[src/sv/m3inv_pkg.sv]
// ---------------------------------------------------------------------------
// m3inv_pkg: shared types and constants for the 3x3 matrix inverter
// Widths of the fixed-point entries, internal precision, cofactor index map.
// ---------------------------------------------------------------------------
package m3inv_pkg;

  localparam int WORD_BITS = 32;
  localparam int FRAC_BITS = 16;
  localparam int NENT      = 9;

  // exact internal widths
  localparam int PROD_W = 2 * WORD_BITS;              // one entry product
  localparam int COF_W  = PROD_W + 1;                 // 2x2 cofactor
  localparam int HI_W   = COF_W - WORD_BITS;          // upper slice of a cofactor
  localparam int PART_W = WORD_BITS + HI_W;           // entry times upper slice
  localparam int LO_W   = PROD_W + 1;                 // entry times lower slice
  localparam int DET_W  = WORD_BITS + COF_W + 2;      // determinant, with headroom
  localparam int NUM_W  = COF_W + 2 * FRAC_BITS;      // scaled cofactor magnitude
  localparam int QB     = WORD_BITS + 1;              // quotient bits developed

  // queue between front and back
  localparam int QDEPTH = 4;
  localparam int QPTR_W = $clog2(QDEPTH);
  localparam int QCNT_W = $clog2(QDEPTH + 1);

  // adjugate entry k = a[p]*a[q] - a[r]*a[s], entry index = row*3 + col
  localparam int CF_IDX [NENT][4] = '{
    '{4, 8, 7, 5}, '{2, 7, 1, 8}, '{1, 5, 2, 4},
    '{5, 6, 3, 8}, '{0, 8, 2, 6}, '{3, 2, 0, 5},
    '{3, 7, 6, 4}, '{6, 1, 0, 7}, '{0, 4, 3, 1}
  };

  typedef struct packed {
    logic [NENT-1:0][COF_W-1:0] cof;
    logic [DET_W-1:0]           det;
  } q_item_t;

  // one beat from the front toward the queue
  typedef struct packed {
    logic    vld;
    q_item_t item;
  } front_beat_t;

endpackage

[src/sv/m3inv_queue.sv]
// ---------------------------------------------------------------------------
// m3inv_queue: short queue between front and back
// Register FIFO; the back side drains one beat per cycle whenever non-empty.
// ---------------------------------------------------------------------------
module m3inv_queue import m3inv_pkg::*; (
  input  logic         clk,
  input  logic         rst,
  input  front_beat_t  fi,
  output logic         full,
  output front_beat_t  qo
);

  q_item_t             mem [QDEPTH];
  logic [QPTR_W-1:0]   wr_ptr, rd_ptr;
  logic [QCNT_W-1:0]   count;
  logic                push, pop;

  assign full = (count == QCNT_W'(QDEPTH));
  assign push = fi.vld && !full;
  assign pop  = (count != '0);

  // pointers and fill level
  always_ff @(posedge clk) begin
    if (rst) begin
      wr_ptr <= '0;
      rd_ptr <= '0;
      count  <= '0;
    end else begin
      if (push) wr_ptr <= wr_ptr + 1'b1;
      if (pop)  rd_ptr <= rd_ptr + 1'b1;
      count <= count + QCNT_W'(push) - QCNT_W'(pop);
    end
  end

  // storage
  always_ff @(posedge clk) begin
    if (push) mem[wr_ptr] <= fi.item;
  end

  assign qo.vld  = pop;
  assign qo.item = mem[rd_ptr];

`ifndef NO_ASSERTIONS
  a_count_range: assert property (@(posedge clk) disable iff (rst)
    count <= QCNT_W'(QDEPTH)) else $error("queue overfilled");
  a_count_track: assert property (@(posedge clk) disable iff (rst)
    !rst |=> count == $past(count) + QCNT_W'($past(push)) - QCNT_W'($past(pop)))
    else $error("queue level mismatch");
`endif

endmodule

[config.mk]
export PLATFORM = sky130hd
export DESIGN_NAME = m3inv_queue
export DESIGN_NICKNAME = d
export VERILOG_FILES = /design/src/sv/m3inv_pkg.sv /design/src/sv/m3inv_queue.sv
export SDC_FILE = /design/constraint.sdc
export NUM_CORES = 2
export LEC_CHECK = 0
export BUFFER_PORTS_ARGS = -buffer_cell sky130_fd_sc_hd__buf_2
export CORE_AREA = 4 4 539 541
export DETAILED_ROUTE_END_ITERATION = 8
export DIE_AREA = 0 0 543 545
export SYNTH_ARGS = -nofsm -noshare
export SYNTH_HDL_FRONTEND = slang
export SYNTH_SLANG_ARGS = --single-unit
[constraint.sdc]
create_clock -name clk -period 28.9 [get_ports clk]
set_clock_uncertainty 0.1 [all_clocks]
set_input_delay 1.445 -clock clk [delete_from_list [all_inputs] [get_ports clk]]
set_output_delay 1.445 -clock clk [all_outputs]
set_load 0.01 [all_outputs]
; ---- Word-level counts from Yosys, hierarchy flattened
; Memory sizes are Yosys's and may differ from the RTL's. A register that Yosys moved wholly into a read port is not among the register bits.
; Cells that the tools add are included.
[word_totals]
ff_bits = 7
mem_bits_rw = 2736
in_bits = 687
out_inout_bits = 686
wordCells = 16
memories = 1
[memory_table]
columns = memory, depth, word_bits, read_ports, rd_ports_with_merged_regs, write_ports, line
row1 = mem, 4, 684, 1, 1, 1, m3inv_queue.sv:13  ; q_item_t mem [QDEPTH];
[classes]
add_sub_neg = 4
eq_ne = 1
n_mux = 4
n_reduce_logical = 3
[ops]
columns = operator, count
row1 = 2-bit by 1-bit adder with 2-bit output (second input constant), 2
row2 = 2-bit two-way mux, 2
row3 = 3-bit by 1-bit adder with 3-bit output, 1
row4 = 3-bit == test (second input constant), 1
row5 = 3-bit nonzero test, 1
row6 = 3-bit by 1-bit subtractor with 3-bit output, 1
row7 = 1-bit two-way mux, 2
row8 = 1-bit logical AND, 1
row9 = 1-bit logical NOT, 1

; ---- Logic depth before layout (Yosys ltp)
[logic_depth]
ltp_word = 5
ltp_mapped = 11
depth_no_buf = 11

; ---- Least setup slack after synthesis
; Ideal clock, no wire load.
[synth_path]
path_type = input port to flip-flop
start = input port fi[684] (netlist bit)
end = memory mem[0][0] (netlist bit), enable pin
setup_time_ps = 1141
arrival_ps = 17177
t_required_ps = 27659
path_slack_ps = 10482
stages = 3
n_path_buf = 0
path_cell_list = inv_1 -> nor2_1 -> and2_1
[synth_via]
elab_chain_cells = 3
[synth_rtl]
columns = item, line
row1 = "start, declared", m3inv_queue.sv:8  ; input front_beat_t fi,
row2 = 1-bit logical AND, m3inv_queue.sv:19  ; assign push = fi.vld && !full;
row3 = 1-bit two-way mux, m3inv_queue.sv:37  ; if (push) mem[wr_ptr] <= fi.item;
row4 = 1-bit two-way mux (not written as such), m3inv_queue.sv:37
row5 = "end, declared", m3inv_queue.sv:13
; No other way between the ends.

==> out/qor.csv <==
stage;metric;value;unit
final_layout;leading cell type in the layout, fill and taps excluded;edfxtp_1;
final_layout;fill cell instance count of the final layout;24631;
critical_path;critical path data arrival time;6.31;ns
clock_network;clock buffers created by TritonCTS;292;
final_layout;non-filler instance count after layout;9252;
timing;final number of hold-violating endpoints;0;
routing;vias;46459;
placement;port bufs;1372;
yosys;Synthesized Nets;4315;
placement;total placed cells including tap cells;8668;
timing;slew at the pin closest to its max-slew limit;1.13;ns
clock_network;number of gates given a new drive strength after cts;0;
critical_path;FF-to-FF setup slack;22.72;ns
critical_path;required time of the critical path;27.35;ns
routing;number of nets with antenna violations after detailed routing;0;
clock_network;Root Driver;clkbuf_16;
yosys;commonest register cell after synthesis;edfxtp_1;
routing;total DRC errors in the routed layout;0;
critical_path;depth of the worst register-to-register path;8;
critical_path;R2R Path End;mem[0][670]$_DFFE_PP_;
pwr;Worst IR Drop VDD;0.0000834;V
yosys;number of synthesized flops with an enable pin;2736;
floorplanning;Die Width;543;µm
worst_hold_path;path type of the worst min-delay path;reg2reg;
critical_path;maximum fanout count along the critical path;48;
routing;final wirelength;258000;µm
floorplanning;core area;0.285;mm²
yosys;gate count of the mapped netlist;3621;
clock_network;maximum clock insertion buffer count;4;
timing;setup repair after global routing missed its margin;no;
yosys;yosys warns;0;
routing;Avg WL per Cell;27.9;µm
worst_hold_path;Worst Hold Path EP;wr_ptr[0]$_SDFFE_PP0P_;
critical_path;sort of element at the end of the critical path;primary output;
critical_path;worst setup path category;reg2out;
clock_network;sinks on the clock net;2745;
timing;maximum operating frequency;127;MHz
yosys;number of synthesized register bits;2745;
global_route;largest net degree at the start of global routing;139;
pwr;power per cell area;96.8;mW/mm²
global_route;Congestion Overflow GR;0;
clock_network;Clock Latency Late Sink;0.86;ns
job;count of max-cap constraint violations;0;
clock_network;count of H-tree levels built during CTS;5;
clock_network;clock transition at the registers of the reported paths;0.06;ns
clock_network;# Post-CTS Setup Buffers;0;
final_layout;commonest cells after routing, fill and taps aside;edfxtp_1 (2,736), buf_2 (1,372), mux4_2 (684);
global_route;overall global routing resource usage;0.169;
global_route;number of global-route vias before repair;47814;
placement;placer congestion estimate;0.812;
floorplanning;die area;0.296;mm²
outcome;run status;complete, no violations;
final_layout;layout cells sized above 1;0.467;
clock_network;Hold-fix buffers, CTS;0;
floorplanning;floorplan die height;545;µm
critical_path;Critical R2R Launch;count[1]$_SDFF_PP0_;
clock_network;TritonCTS clock tree;done;
routing;drt first-iter violations;3823;
worst_hold_path;cell depth of the worst hold path;2;
global_route;global-route wire length before repair;360000;µm
global_route;antenna violations before repair;204;
routing;first-pass detailed-route iteration total;5;
timing;minimum clock period after layout;7.86;ns
final_layout;area growth from synthesis to final layout;19.8;%
floorplanning;Boundary Pins;1373;
timing;Relative slew margins;0.246;
yosys;Async S/R FF share, synth;0;
final_layout;count of nets after finishing;5894;
timing;max-slew violation count;0;
yosys;Mapped Area;0.0998;mm²
critical_path;element type at the critical path start;flop;
routing;post-detailed-route via-to-cell ratio;5.02;
floorplanning;number of placement rows;196;
yosys;Post-Syn Area per Cell;27.6;µm²
yosys;part of the Yosys area used for sequential elements;0.825;
placement;placed wire-length estimate after detailed placement;174000;µm
floorplanning;initial cell density of the core;0.350;
yosys;number of distinct library cell variants in the gate-level netlist after synthesis;25;
worst_hold_path;hold path startpoint;wr_ptr[0]$_SDFFE_PP0P_;
timing;final period utilization;0.272;
timing;final setup TNS;0;ns
timing;# setup viols final;0;
pwr;leakage power figure;39.4;nW
[power breakdown]
group          switching, W  total [W]  internal (W)
clock network       0.00154    0.00361       0.00207
logic               0.00178    0.00308       0.00130
registers         0.0000970    0.00489       0.00480
[metrics by stage]
| step | worst slack [ns] | area (µm²) | util | hold slack [ns] | total power (W) |
|---|---|---|---|---|---|
| 2_1_floorplan | 10.48 | 99800 | - | 0.382 | 0.00723 |
| 3_3_place_gp | 21.45 | 110000 | 0.387 | 0.392 | 0.00812 |
| 3_5_place_dp | 21.45 | 110000 | 0.387 | 0.432 | 0.00813 |
| 4_1_cts | 20.60 | 120000 | 0.419 | 0.440 | 0.0118 |
| 5_1_grt | 20.22 | 120000 | 0.420 | 0.465 | 0.0121 |
| 6_report | 21.04 | 120000 | 0.420 | 0.437 | 0.0116 |
[cell families after synthesis]
kind of cell,synth area share
xor+xnor,0.000175
fa+ha+maj,0.000952
simple gates,0.00109
mux,0.154
buf+inv,0.0186
flops,0.825
compound gates,0.000175
[how the worst max path moves through the flow]
stage | start | to | cells after the start
after detailed placement | fi[684] | mem[0][315]$_DFFE_PP_ | 9
after global routing | flop | qo[677] | 7
after floorplan | fi[684] | mem[0][0]$_DFFE_PP_ | 3
final | flop | qo[673] | 7
after global placement | fi[684] | mem[0][315]$_DFFE_PP_ | 9
after CTS | flop | qo[673] | 7
[state kept, by name, indices dropped and copies added (netlist names), named ones only]
signal,cells
wr_ptr,2
rd_ptr,2
mem,2736
count,3
[per-layer routing]
metal,part of all wire,track usage
met5,0.0038,0
met4,0.031,0.0485
met2,0.47,0.265
met1,0.38,0.212
met3,0.12,0.0757
[cell type report]
cell class / instances / area [µm²] / area share
antenna: 60 / 150 / 0.00125
clock buffer: 354 / 7650 / 0.0639
clock inverter: 170 / 1650 / 0.0137
inverter: 6 / 22.5 / 0.000188
multi-input combinational: 716 / 15700 / 0.131
sequential: 2745 / 82300 / 0.688
tap: 3762 / 4710 / 0.0393
timing repair buffer: 1439 / 7480 / 0.0625
[Yosys cell counts, types with 3 or more instances]
master,number,share of area
buf_12,66,0.013
buf_8,7,0.0011
clkbuf_1,7,0.00026
inv_1,6,0.00023
nor3b_1,3,0.00023
edfxtp_1,2736,0.82
mux4_2,684,0.15
dfxtp_1,9,0.0018
buf_2,68,0.0034
nor2_1,5,0.00019
ha_1,6,0.00075
buf_4,3,0.00023
and2_1,5,0.00031
[worst max-delay path, stage by stage (launching register included)]
cell and delay (ns):
dfxtp_4 0.66, buf_4 0.86, buf_4 0.69, buf_4 0.71, buf_4 0.77, buf_4 0.72
mux4_2 0.62, buf_2 0.16
Power figures use the tool's default switching activity.
